===== src/design/sfr_pkg.sv =====
`timescale 1ns / 1ps
package sfr_pkg;

    localparam int CFG_DATA_W  = 64;
    localparam int CFG_ADDR_W  = 5;
    localparam int MATCH_POS_W = 32;
    localparam int REPL_MAX    = 8;

    typedef enum logic [1:0] {
        REG_PATTERN_BYTES,
        REG_PATTERN_LENGTH,
        REG_REPLACEMENT_BYTES,
        REG_REPLACEMENT_LENGTH
    } t_reg_idx;

    // what a command starts with before any flushed window bytes
    typedef enum logic [1:0] {
        HEAD_NONE,
        HEAD_BYTE,
        HEAD_MATCH
    } t_head_kind;

    typedef struct packed {
        t_head_kind kind;
        logic       eos;
    } t_cmd_ctl;

endpackage


===== src/design/sfr_cmd_fifo.sv =====
`timescale 1ns / 1ps
module sfr_cmd_fifo #(
    parameter int WIDTH = 8,
    parameter int DEPTH = 2
) (
    input  logic             i_clk,
    input  logic             i_rst_n,
    input  logic             i_wr_en,
    input  logic [WIDTH-1:0] i_wr_data,
    output logic             o_full,
    input  logic             i_rd_en,
    output logic             o_rd_valid,
    output logic [WIDTH-1:0] o_rd_data
);
    localparam int PTR_W = (DEPTH > 1) ? $clog2(DEPTH) : 1;
    localparam int CNT_W = $clog2(DEPTH + 1);

    logic [WIDTH-1:0] r_mem [DEPTH];
    logic [PTR_W-1:0] r_wr_ptr, n_wr_ptr;
    logic [PTR_W-1:0] r_rd_ptr, n_rd_ptr;
    logic [CNT_W-1:0] r_count, n_count;
    logic             wr_fire;
    logic             rd_fire;

    assign o_full     = (r_count == CNT_W'(DEPTH));
    assign o_rd_valid = (r_count != '0);
    assign o_rd_data  = r_mem[r_rd_ptr];
    assign wr_fire    = i_wr_en && !o_full;
    assign rd_fire    = i_rd_en && o_rd_valid;

    always_comb begin
        n_wr_ptr = r_wr_ptr;
        n_rd_ptr = r_rd_ptr;
        n_count  = r_count;
        if (wr_fire) begin
            n_wr_ptr = (r_wr_ptr == PTR_W'(DEPTH - 1)) ? '0 : r_wr_ptr + 1'b1;
        end
        if (rd_fire) begin
            n_rd_ptr = (r_rd_ptr == PTR_W'(DEPTH - 1)) ? '0 : r_rd_ptr + 1'b1;
        end
        if (wr_fire && !rd_fire) begin
            n_count = r_count + 1'b1;
        end else if (rd_fire && !wr_fire) begin
            n_count = r_count - 1'b1;
        end
    end

    always_ff @(posedge i_clk) begin
        if (!i_rst_n) begin
            r_wr_ptr <= '0;
            r_rd_ptr <= '0;
            r_count  <= '0;
        end else begin
            r_wr_ptr <= n_wr_ptr;
            r_rd_ptr <= n_rd_ptr;
            r_count  <= n_count;
        end
    end

    always_ff @(posedge i_clk) begin
        if (wr_fire) begin
            r_mem[r_wr_ptr] <= i_wr_data;
        end
    end

endmodule


===== src/design/sfr_front.sv =====
`timescale 1ns / 1ps
module sfr_front #(
    parameter int MAX_PATTERN_BYTES = 8,
    parameter int POSITION_BITS     = 32
) (
    input  logic                                   i_clk,
    input  logic                                   i_rst_n,
    input  logic                                   i_accept,
    input  logic [7:0]                             i_in_byte,
    input  logic                                   i_end_of_string,
    input  logic [sfr_pkg::CFG_DATA_W-1:0]         i_pattern_bytes,
    input  logic [3:0]                             i_pattern_length,
    output logic                                   o_window_empty,
    output sfr_pkg::t_cmd_ctl                      o_ctl,
    output logic [7:0]                             o_head_byte,
    output logic [sfr_pkg::MATCH_POS_W-1:0]        o_match_pos,
    output logic [MAX_PATTERN_BYTES*8-1:0]         o_flush_data,
    output logic [$clog2(MAX_PATTERN_BYTES+1)-1:0] o_flush_cnt
);
    import sfr_pkg::*;

    localparam int MAX    = MAX_PATTERN_BYTES;
    localparam int FILL_W = $clog2(MAX + 1);

    logic [7:0]               r_win [MAX];
    logic [7:0]               n_win [MAX];
    logic [7:0]               w_new [MAX];
    logic [7:0]               win_after [MAX];
    logic [FILL_W-1:0]        r_fill, n_fill;
    logic [POSITION_BITS-1:0] r_pos, n_pos;
    logic [POSITION_BITS-1:0] start_pos;
    logic [FILL_W-1:0]        len;
    logic [FILL_W-1:0]        slot;
    logic [FILL_W-1:0]        fill_inc;
    logic [FILL_W-1:0]        fill_after;
    logic                     window_full;
    logic                     hit;
    t_head_kind               kind;
    logic [7:0]               head_byte;

    always_comb begin
        len = (i_pattern_length > 4'(MAX)) ? FILL_W'(MAX) : FILL_W'(i_pattern_length);
        // a window that outgrew the pattern drops back to len-1 bytes
        slot     = (r_fill >= len) ? len - 1'b1 : r_fill;
        fill_inc = slot + 1'b1;
        for (int i = 0; i < MAX; i++) begin
            w_new[i] = (len != '0 && FILL_W'(i) == slot) ? i_in_byte : r_win[i];
        end
        window_full = (len != '0) && (fill_inc == len);
        hit = 1'b1;
        for (int i = 0; i < MAX; i++) begin
            if (FILL_W'(i) < len && w_new[i] != i_pattern_bytes[8*i +: 8]) begin
                hit = 1'b0;
            end
        end

        kind       = HEAD_NONE;
        head_byte  = i_in_byte;
        win_after  = w_new;
        fill_after = fill_inc;
        if (len == '0) begin
            kind       = HEAD_BYTE;
            win_after  = r_win;
            fill_after = r_fill;
        end else if (window_full && hit) begin
            kind       = HEAD_MATCH;
            fill_after = '0;
        end else if (window_full) begin
            // oldest byte leaves unmatched, the rest shift down
            kind      = HEAD_BYTE;
            head_byte = w_new[0];
            for (int i = 0; i < MAX - 1; i++) begin
                win_after[i] = w_new[i+1];
            end
            fill_after = fill_inc - 1'b1;
        end

        start_pos = r_pos - POSITION_BITS'(len) + 1'b1;

        n_win  = i_accept ? win_after : r_win;
        n_fill = r_fill;
        n_pos  = r_pos;
        if (i_accept) begin
            n_fill = i_end_of_string ? '0 : fill_after;
            n_pos  = r_pos + 1'b1;
        end
    end

    always_comb begin
        o_ctl.kind  = kind;
        o_ctl.eos   = i_end_of_string;
        o_head_byte = head_byte;
        o_match_pos = MATCH_POS_W'(start_pos);
        for (int i = 0; i < MAX; i++) begin
            o_flush_data[8*i +: 8] = win_after[i];
        end
        o_flush_cnt = i_end_of_string ? fill_after : '0;
    end

    assign o_window_empty = (r_fill == '0);

    always_ff @(posedge i_clk) begin
        if (!i_rst_n) begin
            r_fill <= '0;
            r_pos  <= '0;
        end else begin
            r_fill <= n_fill;
            r_pos  <= n_pos;
        end
    end

    always_ff @(posedge i_clk) begin
        r_win <= n_win;
    end

    a_eos_clears_window: assert property (@(posedge i_clk) disable iff (!i_rst_n)
        i_accept && i_end_of_string |=> r_fill == '0)
        else $error("window not cleared after end of string");

    a_fill_below_max: assert property (@(posedge i_clk) disable iff (!i_rst_n)
        r_fill < FILL_W'(MAX))
        else $error("window holds a full pattern between beats");

endmodule


===== src/design/sfr_back.sv =====
`timescale 1ns / 1ps
module sfr_back #(
    parameter int MAX_PATTERN_BYTES = 8
) (
    input  logic                                   i_clk,
    input  logic                                   i_rst_n,
    input  logic                                   i_cmd_valid,
    input  sfr_pkg::t_cmd_ctl                      i_ctl,
    input  logic [7:0]                             i_head_byte,
    input  logic [sfr_pkg::MATCH_POS_W-1:0]        i_match_pos,
    input  logic [MAX_PATTERN_BYTES*8-1:0]         i_flush_data,
    input  logic [$clog2(MAX_PATTERN_BYTES+1)-1:0] i_flush_cnt,
    input  logic [sfr_pkg::CFG_DATA_W-1:0]         i_replacement_bytes,
    input  logic [3:0]                             i_replacement_length,
    output logic                                   o_cmd_pop,
    output logic                                   o_empty,
    input  logic                                   i_pop,
    output logic [7:0]                             o_out_byte,
    output logic                                   o_byte_valid,
    output logic                                   o_from_replacement,
    output logic                                   o_match_flag,
    output logic [sfr_pkg::MATCH_POS_W-1:0]        o_match_position,
    output logic                                   o_final_item
);
    import sfr_pkg::*;

    localparam int MAX   = MAX_PATTERN_BYTES;
    localparam int CNT_W = $clog2(REPL_MAX + MAX);
    localparam int IDX_W = (MAX > 1) ? $clog2(MAX) : 1;

    logic [CNT_W-1:0] r_k, n_k;
    logic [CNT_W-1:0] rlen;
    logic [CNT_W-1:0] head_n;
    logic [CNT_W-1:0] total;
    logic [CNT_W-1:0] flush_off;
    logic [IDX_W-1:0] fidx;
    logic             last;

    always_comb begin
        rlen = (i_replacement_length > 4'(REPL_MAX)) ? CNT_W'(REPL_MAX)
                                                     : CNT_W'(i_replacement_length);
        case (i_ctl.kind)
            HEAD_NONE:  head_n = '0;
            HEAD_BYTE:  head_n = CNT_W'(1);
            HEAD_MATCH: head_n = (rlen == '0) ? CNT_W'(1) : rlen;
            default:    head_n = '0;
        endcase
        total     = head_n + CNT_W'(i_flush_cnt);
        last      = (r_k == total - 1'b1);
        flush_off = r_k - head_n;
        fidx      = flush_off[IDX_W-1:0];
    end

    always_comb begin
        o_out_byte         = '0;
        o_byte_valid       = 1'b0;
        o_from_replacement = 1'b0;
        o_match_flag       = 1'b0;
        o_match_position   = '0;
        if (r_k < head_n) begin
            if (i_ctl.kind == HEAD_MATCH) begin
                if (rlen == '0) begin
                    // deleted match still reports its position
                    o_match_flag     = 1'b1;
                    o_match_position = i_match_pos;
                end else begin
                    o_out_byte         = i_replacement_bytes[8*r_k[2:0] +: 8];
                    o_byte_valid       = 1'b1;
                    o_from_replacement = 1'b1;
                    o_match_flag       = (r_k == '0);
                    o_match_position   = (r_k == '0) ? i_match_pos : '0;
                end
            end else begin
                o_out_byte   = i_head_byte;
                o_byte_valid = 1'b1;
            end
        end else begin
            o_out_byte   = i_flush_data[8*fidx +: 8];
            o_byte_valid = 1'b1;
        end
        o_final_item = i_ctl.eos && last;
    end

    assign o_empty   = !(i_cmd_valid && total != '0);
    assign o_cmd_pop = i_cmd_valid && (total == '0 || (i_pop && last));

    always_comb begin
        n_k = r_k;
        if (o_cmd_pop) begin
            n_k = '0;
        end else if (i_pop && !o_empty) begin
            n_k = r_k + 1'b1;
        end
    end

    always_ff @(posedge i_clk) begin
        if (!i_rst_n) begin
            r_k <= '0;
        end else begin
            r_k <= n_k;
        end
    end

    a_k_needs_cmd: assert property (@(posedge i_clk) disable iff (!i_rst_n)
        r_k != '0 |-> i_cmd_valid)
        else $error("beat counter running without a command");

    a_k_in_range: assert property (@(posedge i_clk) disable iff (!i_rst_n)
        i_cmd_valid && total != '0 |-> r_k < total)
        else $error("beat counter past end of command");

endmodule


===== src/design/stream_find_and_replace_core.sv =====
`timescale 1ns / 1ps
// each taken input beat becomes a command in the queue; the outputs show the queue head
// throughput: one input beat per cycle while the two-entry command queue has room
// output: one result beat per cycle while pop is high and empty is low; a match emits
// up to eight beats from one command; one with nothing to emit is popped without a beat
// reset: synchronous active low, clears config registers, window fill, position and queues
module stream_find_and_replace_core #(
    parameter int MAX_PATTERN_BYTES = 8,
    parameter int POSITION_BITS     = 32
) (
    input  logic                                i_clk,
    input  logic                                i_rst_n,
    input  logic                                push,
    output logic                                full,
    input  logic [7:0]                          i_in_byte,
    input  logic                                i_end_of_string,
    output logic                                empty,
    input  logic                                pop,
    output logic [7:0]                          o_out_byte,
    output logic                                o_byte_valid,
    output logic                                o_from_replacement,
    output logic                                o_match_flag,
    output logic [sfr_pkg::MATCH_POS_W-1:0]     o_match_position,
    output logic                                o_final_item,
    input  logic                                psel,
    input  logic                                penable,
    input  logic                                pwrite,
    input  logic [sfr_pkg::CFG_ADDR_W-1:0]      paddr,
    input  logic [sfr_pkg::CFG_DATA_W-1:0]      pwdata,
    output logic [sfr_pkg::CFG_DATA_W-1:0]      prdata,
    output logic                                pready
);
    import sfr_pkg::*;

    localparam int MAX    = MAX_PATTERN_BYTES;
    localparam int FILL_W = $clog2(MAX + 1);
    localparam int CTL_W  = $bits(t_cmd_ctl);
    localparam int CMD_W  = CTL_W + 8 + MATCH_POS_W + MAX * 8 + FILL_W;

    logic [CFG_DATA_W-1:0] r_pattern_bytes;
    logic [3:0]            r_pattern_length;
    logic [CFG_DATA_W-1:0] r_replacement_bytes;
    logic [3:0]            r_replacement_length;
    logic                  cfg_wr;
    t_reg_idx              reg_idx;

    logic                   accept;
    logic                   window_empty;
    t_cmd_ctl               f_ctl;
    logic [7:0]             f_head_byte;
    logic [MATCH_POS_W-1:0] f_match_pos;
    logic [MAX*8-1:0]       f_flush_data;
    logic [FILL_W-1:0]      f_flush_cnt;

    logic [CMD_W-1:0]       cmd_in;
    logic [CMD_W-1:0]       cmd_out;
    logic                   cmd_valid;
    logic                   cmd_pop;
    t_cmd_ctl               b_ctl;
    logic [7:0]             b_head_byte;
    logic [MATCH_POS_W-1:0] b_match_pos;
    logic [MAX*8-1:0]       b_flush_data;
    logic [FILL_W-1:0]      b_flush_cnt;

    assign pready  = 1'b1;
    assign cfg_wr  = psel && penable && pwrite && pready;
    assign reg_idx = t_reg_idx'(paddr[4:3]);

    always_ff @(posedge i_clk) begin
        if (!i_rst_n) begin
            r_pattern_bytes      <= '0;
            r_pattern_length     <= '0;
            r_replacement_bytes  <= '0;
            r_replacement_length <= '0;
        end else if (cfg_wr) begin
            case (reg_idx)
                REG_PATTERN_BYTES:      r_pattern_bytes <= pwdata;
                REG_PATTERN_LENGTH: begin
                    // length holds while the window carries bytes
                    if (window_empty) begin
                        r_pattern_length <= pwdata[3:0];
                    end
                end
                REG_REPLACEMENT_BYTES:  r_replacement_bytes <= pwdata;
                REG_REPLACEMENT_LENGTH: r_replacement_length <= pwdata[3:0];
                default: ;
            endcase
        end
    end

    always_comb begin
        case (reg_idx)
            REG_PATTERN_BYTES:      prdata = r_pattern_bytes;
            REG_PATTERN_LENGTH:     prdata = CFG_DATA_W'(r_pattern_length);
            REG_REPLACEMENT_BYTES:  prdata = r_replacement_bytes;
            REG_REPLACEMENT_LENGTH: prdata = CFG_DATA_W'(r_replacement_length);
            default:                prdata = '0;
        endcase
    end

    assign accept = push && !full;

    sfr_front #(
        .MAX_PATTERN_BYTES(MAX_PATTERN_BYTES),
        .POSITION_BITS    (POSITION_BITS)
    ) u_front (
        .i_clk           (i_clk),
        .i_rst_n         (i_rst_n),
        .i_accept        (accept),
        .i_in_byte       (i_in_byte),
        .i_end_of_string (i_end_of_string),
        .i_pattern_bytes (r_pattern_bytes),
        .i_pattern_length(r_pattern_length),
        .o_window_empty  (window_empty),
        .o_ctl           (f_ctl),
        .o_head_byte     (f_head_byte),
        .o_match_pos     (f_match_pos),
        .o_flush_data    (f_flush_data),
        .o_flush_cnt     (f_flush_cnt)
    );

    assign cmd_in = {f_ctl, f_head_byte, f_match_pos, f_flush_data, f_flush_cnt};

    sfr_cmd_fifo #(
        .WIDTH(CMD_W),
        .DEPTH(2)
    ) u_cmd_fifo (
        .i_clk     (i_clk),
        .i_rst_n   (i_rst_n),
        .i_wr_en   (accept),
        .i_wr_data (cmd_in),
        .o_full    (full),
        .i_rd_en   (cmd_pop),
        .o_rd_valid(cmd_valid),
        .o_rd_data (cmd_out)
    );

    assign {b_ctl, b_head_byte, b_match_pos, b_flush_data, b_flush_cnt} = cmd_out;

    sfr_back #(
        .MAX_PATTERN_BYTES(MAX_PATTERN_BYTES)
    ) u_back (
        .i_clk               (i_clk),
        .i_rst_n             (i_rst_n),
        .i_cmd_valid         (cmd_valid),
        .i_ctl               (b_ctl),
        .i_head_byte         (b_head_byte),
        .i_match_pos         (b_match_pos),
        .i_flush_data        (b_flush_data),
        .i_flush_cnt         (b_flush_cnt),
        .i_replacement_bytes (r_replacement_bytes),
        .i_replacement_length(r_replacement_length),
        .o_cmd_pop           (cmd_pop),
        .o_empty             (empty),
        .i_pop               (pop),
        .o_out_byte          (o_out_byte),
        .o_byte_valid        (o_byte_valid),
        .o_from_replacement  (o_from_replacement),
        .o_match_flag        (o_match_flag),
        .o_match_position    (o_match_position),
        .o_final_item        (o_final_item)
    );

    a_len_locked: assert property (@(posedge i_clk) disable iff (!i_rst_n)
        cfg_wr && reg_idx == REG_PATTERN_LENGTH && !window_empty |=> $stable(r_pattern_length))
        else $error("pattern length changed with bytes in the window");

endmodule


===== config.mk =====
export PLATFORM = sky130hd
export DESIGN_NAME = stream_find_and_replace_core
export DESIGN_NICKNAME = d
export VERILOG_FILES = /design/src/design/sfr_pkg.sv /design/src/design/sfr_cmd_fifo.sv /design/src/design/sfr_front.sv /design/src/design/sfr_back.sv /design/src/design/stream_find_and_replace_core.sv
export SDC_FILE = /design/constraint.sdc
export NUM_CORES = 1
export LEC_CHECK = 0
export BUFFER_PORTS_ARGS = -buffer_cell sky130_fd_sc_hd__clkbuf_2
export CAP_MARGIN = 5
export CELL_PAD_IN_SITES_DETAIL_PLACEMENT = 1
export CELL_PAD_IN_SITES_GLOBAL_PLACEMENT = 2
export CORE_ASPECT_RATIO = 1.2
export CORE_MARGIN = 2
export CORE_UTILIZATION = 41
export DETAILED_ROUTE_END_ITERATION = 12
export PLACE_DENSITY_LB_ADDON = 0.05
export SLEW_MARGIN = 20
export SYNTH_ARGS = -nofsm -noshare
export SYNTH_HDL_FRONTEND = slang
export SYNTH_SLANG_ARGS = --single-unit

===== constraint.sdc =====
create_clock -name i_clk -period 8.3 [get_ports i_clk]
set_input_delay 0 -clock i_clk [delete_from_list [all_inputs] [get_ports i_clk]]
set_output_delay 0 -clock i_clk [all_outputs]
set_load 0.01 [all_outputs]

# [Word level (Yosys, flattened, before mapping)]
# Memories as Yosys holds them, arrays and structs flattened. A register that Yosys moved wholly into a read port is not among the register bits.
# Index checks and enable logic that the tools add are counted.
[classes] add_sub_neg=14 magnitude_cmp=12 eq_ne=23 n_shift=2 muxes=60 n_bitwise=1 n_reduce_logical=51
[op_table] cell="64-bit one-hot mux with 4 select lines" count=1
[op_table] cell="56-bit 2-to-1 mux" count=3
[op_table] cell="32-bit 2-to-1 mux" count=4
[op_table] cell="64-bit by 7-bit variable part select with 8-bit output" count=2
[op_table] cell="8-bit 2-to-1 mux" count=15
[op_table] cell="32-bit by 1-bit adder with 32-bit output, second input constant" count=2
[op_table] cell="8-bit inequality test" count=8
[op_table] cell="4-bit 2-to-1 mux" count=9
[op_table] cell="32-bit by 4-bit subtractor with 32-bit output" count=1
[op_table] cell="1-bit logical AND" count=30
[op_table] cell="4-bit logical NOT" count=6
[op_table] cell="1-bit 2-to-1 mux" count=23
[op_table] cell="3-bit by 4-bit equality test with 1-bit output, first input constant" count=4
[op_table] cell="3-bit by 4-bit less-than comparator with 1-bit output, first input constant" count=4
[op_table] cell="4-bit by 1-bit subtractor with 4-bit output, second input constant" count=3
[op_table] cell="4-bit by 1-bit adder with 4-bit output, second input constant" count=2
[op_table] cell="2-bit equality test, second input constant" count=4
[op_table] cell="2-bit by 4-bit equality test with 1-bit output, first input constant" count=2
[op_table] cell="4-bit equality test" count=2
[op_table] cell="4-bit > comparator, second input constant" count=2
[op_table] cell="1-bit by 4-bit less-than comparator with 1-bit output, first input constant" count=2
[op_table] cell="2-bit by 4-bit less-than comparator with 1-bit output, first input constant" count=2
[op_table] cell="2-bit 2-to-1 mux" count=4
[op_table] cell="4-bit one-hot mux with 2 select lines" count=1
[op_table] cell="other kinds (18)" count=27
[word_totals] regBits=244 ramBits=222 in_bits=85 output_inout_bits=111 wordCells=182 mem_count=1
[mem_list] name="u_cmd_fifo.r_mem" depth=2 width=111 rd=1 rd_ports_with_merged_regs=1 wr=1 line_no="sfr_cmd_fifo.sv:18" source="logic [WIDTH-1:0] r_mem [DEPTH];"

# [Logic depth before layout (Yosys ltp)]
[logic_depth] ltp_word=21 ltp_mapped=27 ltp_nobuf=21

# [Hierarchy]
# A second synthesis with hierarchy kept.
[hier_totals] cells_unflattened=2438 hier_area_um2=26556.7
[by_module_without_submodules] module="sfr_front" instances=1 cells_each=1190 area_each_um2=10126.0 seq_area_each_um2=2642.5
[by_module_without_submodules] module="sfr_cmd_fifo" instances=1 cells_each=370 area_each_um2=8271.7 seq_area_each_um2=6766.5
[by_module_without_submodules] module="stream_find_and_replace_core" instances=1 cells_each=658 area_each_um2=6165.9 seq_area_each_um2=2722.6
[by_module_without_submodules] module="sfr_back" instances=1 cells_each=220 area_each_um2=1993.2 seq_area_each_um2=80.1

# [Least setup slack after synthesis]
# Ideal clock, no wire load.
[synth_timing] path_kind="register to register" from="register u_cmd_fifo.r_count[0]" to="memory u_cmd_fifo.r_mem[0][0] in the netlist's numbering (enable)" setup_time_ns=0.584 t_arrival_ns=5.323 t_required_ns=7.716 setup_slack_ns=2.393 path_stages_with_launch=4 path_buffers=0 period_less_slack_ns=5.907 path_cell_list="dfxtp_1 -> nand2b_1 -> nand2_1 -> nor2_1"
[synth_via] elab_chain_len=6
[synth_lines] item="start: declaration" line_no="sfr_cmd_fifo.sv:21" source="logic [CNT_W-1:0] r_count, n_count;"
[synth_lines] item="start signal: assignment" line_no="sfr_cmd_fifo.sv:56" source="r_count <= n_count;"
[synth_lines] item="2-bit equality test *" line_no="sfr_cmd_fifo.sv:25" source="assign o_full = (r_count == CNT_W'(DEPTH));"
[synth_lines] item="1-bit logical NOT *" line_no="sfr_cmd_fifo.sv:28, stream_find_and_replace_core.sv:101"
[synth_lines] item="1-bit logical AND" line_no="stream_find_and_replace_core.sv:101" source="assign accept = push && !full;"
[synth_lines] item="1-bit logical AND *" line_no="sfr_cmd_fifo.sv:28" source="assign wr_fire = i_wr_en && !o_full;"
[synth_lines] item="1-bit 2-to-1 mux *" line_no="sfr_cmd_fifo.sv:61" source="if (wr_fire) begin"
[synth_lines] item="1-bit 2-to-1 mux (implied by the code) *" line_no="sfr_cmd_fifo.sv:62" source="r_mem[r_wr_ptr] <= i_wr_data;"
[synth_lines] item="end: declaration" line_no="sfr_cmd_fifo.sv:18"
# Every way passes the cells marked *; elsewhere a longest branch is shown, timed or not.

# [Worst setup path after layout]
[layout_timing] from="register r_pattern_length[3]" to="memory u_cmd_fifo.r_mem[0][8] in the netlist's numbering (data pin)"
[layout_via] elab_chain_len=20 word_cells_on_any_way=70 classes_between="add/sub: 2; order compare: 10; eq/ne: 16; mux: 21; reduce/logical: 21"
[layout_lines] item="start: declaration" line_no="stream_find_and_replace_core.sv:41" source="logic [3:0] r_pattern_length;"
[layout_lines] item="start signal: assignment" line_no="stream_find_and_replace_core.sv:81" source="r_pattern_length <= pwdata[3:0];"
[layout_lines] item="4-bit > comparator" line_no="sfr_front.sv:42" source="len = (i_pattern_length > 4'(MAX)) ? FILL_W'(MAX) : FILL_W'(i_pattern_length);"
[layout_lines] item="4-bit 2-to-1 mux *" line_no="sfr_front.sv:42"
[layout_lines] item="4-bit by 1-bit subtractor with 4-bit output or 4-bit greater-or-equal comparator (tied branches)" line_no="sfr_front.sv:44" source="slot = (r_fill >= len) ? len - 1'b1 : r_fill;"
[layout_lines] item="4-bit 2-to-1 mux" line_no="sfr_front.sv:44"
[layout_lines] item="4-bit logical NOT" line_no="sfr_front.sv:47" source="w_new[i] = (len != '0 && FILL_W'(i) == slot) ? i_in_byte : r_win[i];"
[layout_lines] item="1-bit logical AND" line_no="sfr_front.sv:47"
[layout_lines] item="8-bit 2-to-1 mux" line_no="sfr_front.sv:47"
[layout_lines] item="8-bit inequality test" line_no="sfr_front.sv:52" source="if (FILL_W'(i) < len && w_new[i] != i_pattern_bytes[8*i +: 8]) begin"
[layout_lines] item="1-bit logical AND" line_no="sfr_front.sv:52"
[layout_lines] item="1-bit 2-to-1 mux (8 in a row)" line_no="sfr_front.sv:52"
[layout_lines] item="1-bit logical AND" line_no="sfr_front.sv:65" source="end else if (window_full && hit) begin"
[layout_lines] item="56-bit 2-to-1 mux" line_no="sfr_front.sv:65"
[layout_lines] item="56-bit 2-to-1 mux *" line_no="sfr_front.sv:61" source="if (len == '0) begin"
[layout_lines] item="net f_flush_data[4]" line_no="stream_find_and_replace_core.sv:52" source="logic [MAX*8-1:0] f_flush_data;"
# The timed path passes the listed nets; every way through them passes the cells marked *.

==> flow_metrics.py <==
metrics = {
    "layout": {
        "nNetsFinal": 2635,
        "area_delta_synth_final_pct": 16.5,
        "mostFrequentLayoutCell": "nand2_1",
        "final_area_um2": 28800,
        "mostFrequentLayoutCells": "322 x nand2_1, 286 x edfxtp_1, 189 x clkbuf_2",
        "drive_gt1_share_pct": 17.1,
    },
    "sta": {
        "tns_ns": 0,
        "worst_slack_ns": 0.939,
        "finalCritPeriodShare_pct": 88.7,
        "final-max-slew-violation-count": 0,
        "tightest_slew_ns": 1.13,
        "hold_slack_ns": 0.0573,
        "setup_violations": 0,
        "grt_setup_unrepaired": "false",
        "final.setup_skew_ns": 0.0134,
        "max_freq_mhz": 136,
        "slew_headroom_pct": 24.8,
        "fin_crit_ns": 7.36,
        "hold_viol": 0,
    },
    "grt": {
        "grt_overflow": 0,
        "antenna_found_initial": 1,
        "grtUsageTotal_pct": 26.5,
        "grt_max_degree": 101,
        "grt_pass1_vias": 19400,
        "grt_pass1_wl_um": 124000,
    },
    "clocking": {
        "cts_buffers": 50,
        "postCtsSetupBuffers": 0,
        "cts_num_sinks": 467,
        "clk_latency_ns": 0.59,
        "cts_max_level": 2,
        "cts_max_path_buffers": 3,
        "clk_pin_slew_ns": 0.06,
        "clockRootBuffer": "clkbuf_16",
        "cts_tree": "done",
    },
    "routing": {
        "drc": 0,
        "wl_met3_um": 3340,
        "vias": 18500,
        "post_drt_wl_per_cell_um": 25.1,
        "antenna_left": 0,
        "drtIter0Drc": 1203,
        "top_layer_used": "met4",
        "dr_wl_met2_um": 42600,
        "via_per_inst": 5.59,
        "wl_um": 82900,
        "met1_length_um": 33900,
        "drt_first_pass_iters": 5,
    },
    "floorplan": {
        "start_util_pct": 41.4,
        "io_pins": 196,
        "die_h_um": 273,
        "fp.dieW_um": 228,
        "die_area_um2": 62200,
        "core_area_um2": 59600,
        "rows": 98,
    },
    "worst_setup_path": {
        "critPathMaxStageDelay_ns": 0.71,
        "critPathTopFamily": "simple AND/OR/NAND/NOR gates",
        "cp.depth": 22,
        "worstPathRequired_ns": 8.59,
        "ff2ff_path_depth": 22,
        "path_max_fanout": 19,
        "worstPathCellList": "inv_1, buf_4, ha_1, o21ai_1, nor2b_1, nor2_2, nand2_1, o21ai_0, buf_4, inv_1, ha_1, nand2_2, a2111oi_2, nor2_1, o211ai_1, nand4bb_1, nor4_1, nand4_1, nor4b_4, o22ai_4, mux2_4, a222oi_1",
        "crit_buf_inv": 4,
        "worst-setup-path-type": "reg2reg",
        "end_kind": "flop",
        "start_kind": "flop",
        "slowest_stage": "a222oi_1",
        "worst_ep_arrival_time_ns": 7.65,
    },
    "synthesis": {
        "yosysWarnings": 0,
        "synth_nets": 2416,
        "ys.flop_type": "edfxtp_1",
        "synth-seq-cells": 467,
        "synthCells": 2242,
        "synthArstFlopShare_pct": 0,
        "synth-seq-area-share_pct": 49.5,
        "synth_edf_count": 286,
        "syn_avg_cell_area_um2": 11.0,
        "yosysUniqueCellTypes": 87,
        "synth_area_um2": 24700,
    },
    "hold_path": {
        "hold_depth": 4,
        "hold_path_class": "in2reg",
    },
    "placement": {
        "place_congestion": 0.894,
        "io_buffers": 191,
        "placed_cell_area_um2": 26400,
        "pre_cts_slack_ns": 1.03,
        "post-dp-hpwl_um": 59500,
    },
    "run": {
        "maxCapViolCount": 0,
    },
    "power_and_ir_drop": {
        "irDropWorstVdd_uv": 215,
        "leakage_uw": 0.0107,
        "powerDensity_nw_per_um2": 248,
        "fin_total_pwr_uw": 7140,
    },
    "run_status": {
        "run_status": "finished, final reports clean",
    },
}
[timing repair]
action                                 4_1_cts  5_1_grt
endpoints found under the hold margin      154        0
resized for setup                            0        0
hold buffers                                68        0
[area by class of cell]
| class | count | area (um2) |
|---|---|---|
| multi-input combinational | 1534 | 11500 |
| tap | 800 | 1000 |
| sequential | 467 | 12200 |
| clock inverter | 26 | 218 |
| inverter | 114 | 428 |
| antenna | 1 | 2.50 |
| clock buffer | 67 | 1410 |
| fill | 6556 | 30800 |
| timing repair buffer | 294 | 1940 |
[synthesized netlist by cell type (11+ instances only)]
library cell  count  area share [%]
a21boi_0        131             4.0
a21o_1           14            0.43
a21oi_1          46            0.93
a222oi_1         15            0.61
and2_1           40             1.0
buf_2            11            0.22
clkbuf_1         95             1.4
dfxtp_1         181              15
edfxtp_1        286              35
ha_1             86             4.4
inv_1           114             1.7
mux2i_1         179             7.3
mux4_2           60             5.5
nand2_1         322             4.9
nand2b_1         19            0.48
nand3_1          40            0.81
nand4_1          12            0.30
nor2_1          145             2.2
nor2b_1          22            0.56
nor3_1           17            0.34
nor4_1           11            0.28
o21a_1           12            0.37
o21ai_0          44            0.89
o221a_2          17            0.78
o22ai_1          15            0.38
or3_1            18            0.46
xnor2_1          95             3.4
xor2_1           29             1.0
[metrics by stage]
stage | utilization (%) | std cells
6_report | 48.3 | 3303
5_1_grt | 48.3 | 3303
4_1_cts | 48.2 | 3300
3_5_place_dp | 44.3 | 3139
3_3_place_gp | 44.3 | 3139
2_1_floorplan | - | 2242
[path summary, 6_finish.rpt]
check / start / end / slack, ns
max reg2reg: r_pattern_length[3]$_SDFFE_PN0P_ / u_cmd_fifo.r_mem[0][8]$_DFFE_PP_ / 0.94
max: r_pattern_length[3]$_SDFFE_PN0P_ / u_cmd_fifo.r_mem[0][8]$_DFFE_PP_ / 0.94
min reg2reg: r_replacement_bytes[50]$_SDFFE_PN0P_ / r_replacement_bytes[50]$_SDFFE_PN0P_ / 0.48
min: push / u_front.r_pos[1]$_SDFFE_PN0P_ / 0.06
[per-layer routing]
layer	track usage [%]	vias to the layer above
li1	-	8482
met1	32.4	9397
met2	48.0	439
met3	3.22	135
met4	9.63	0
met5	0	-
[kinds of logic (layout without fill, tap and decap cells)]
kind of cell,after synthesis,count (layout),share of synthesized area (%)
buffers and inverters,241,501,3.95
XOR/XNOR,124,124,4.40
multiplexers,251,251,13.4
AND/OR/NAND/NOR,688,688,12.8
AO/OA/AOI/OAI,381,381,11.4
other,1,2,0.0152
flip-flops,467,467,49.5
adder cells (fa/ha/maj),89,89,4.60
[sequential cells by signal, summed over array words and instances, names as in the netlist, 4 cells and up, named ones only]
signal	flops
u_front.r_win	64
r_replacement_length	4
u_front.r_pos	32
r_pattern_length	4
u_cmd_fifo.r_mem	222
u_front.r_fill	4
r_pattern_bytes	64
r_replacement_bytes	64
u_back.r_k	4
[power breakdown]
| group | internal [uW] | leakage (uW) | switching [uW] |
|---|---|---|---|
| Sequential | 2840 | 0.00418 | 178 |
| Combinational | 790 | 0.00578 | 1090 |
| Clock | 1260 | 0.000783 | 982 |
[tightest hold or removal path, stage by stage]
cell and delay (ns):
clkbuf_2 0.11, nand2_1 0.27, nand2_1 0.15, a21boi_0 0.07
Note: power is estimated with default switching activity, not from simulation.
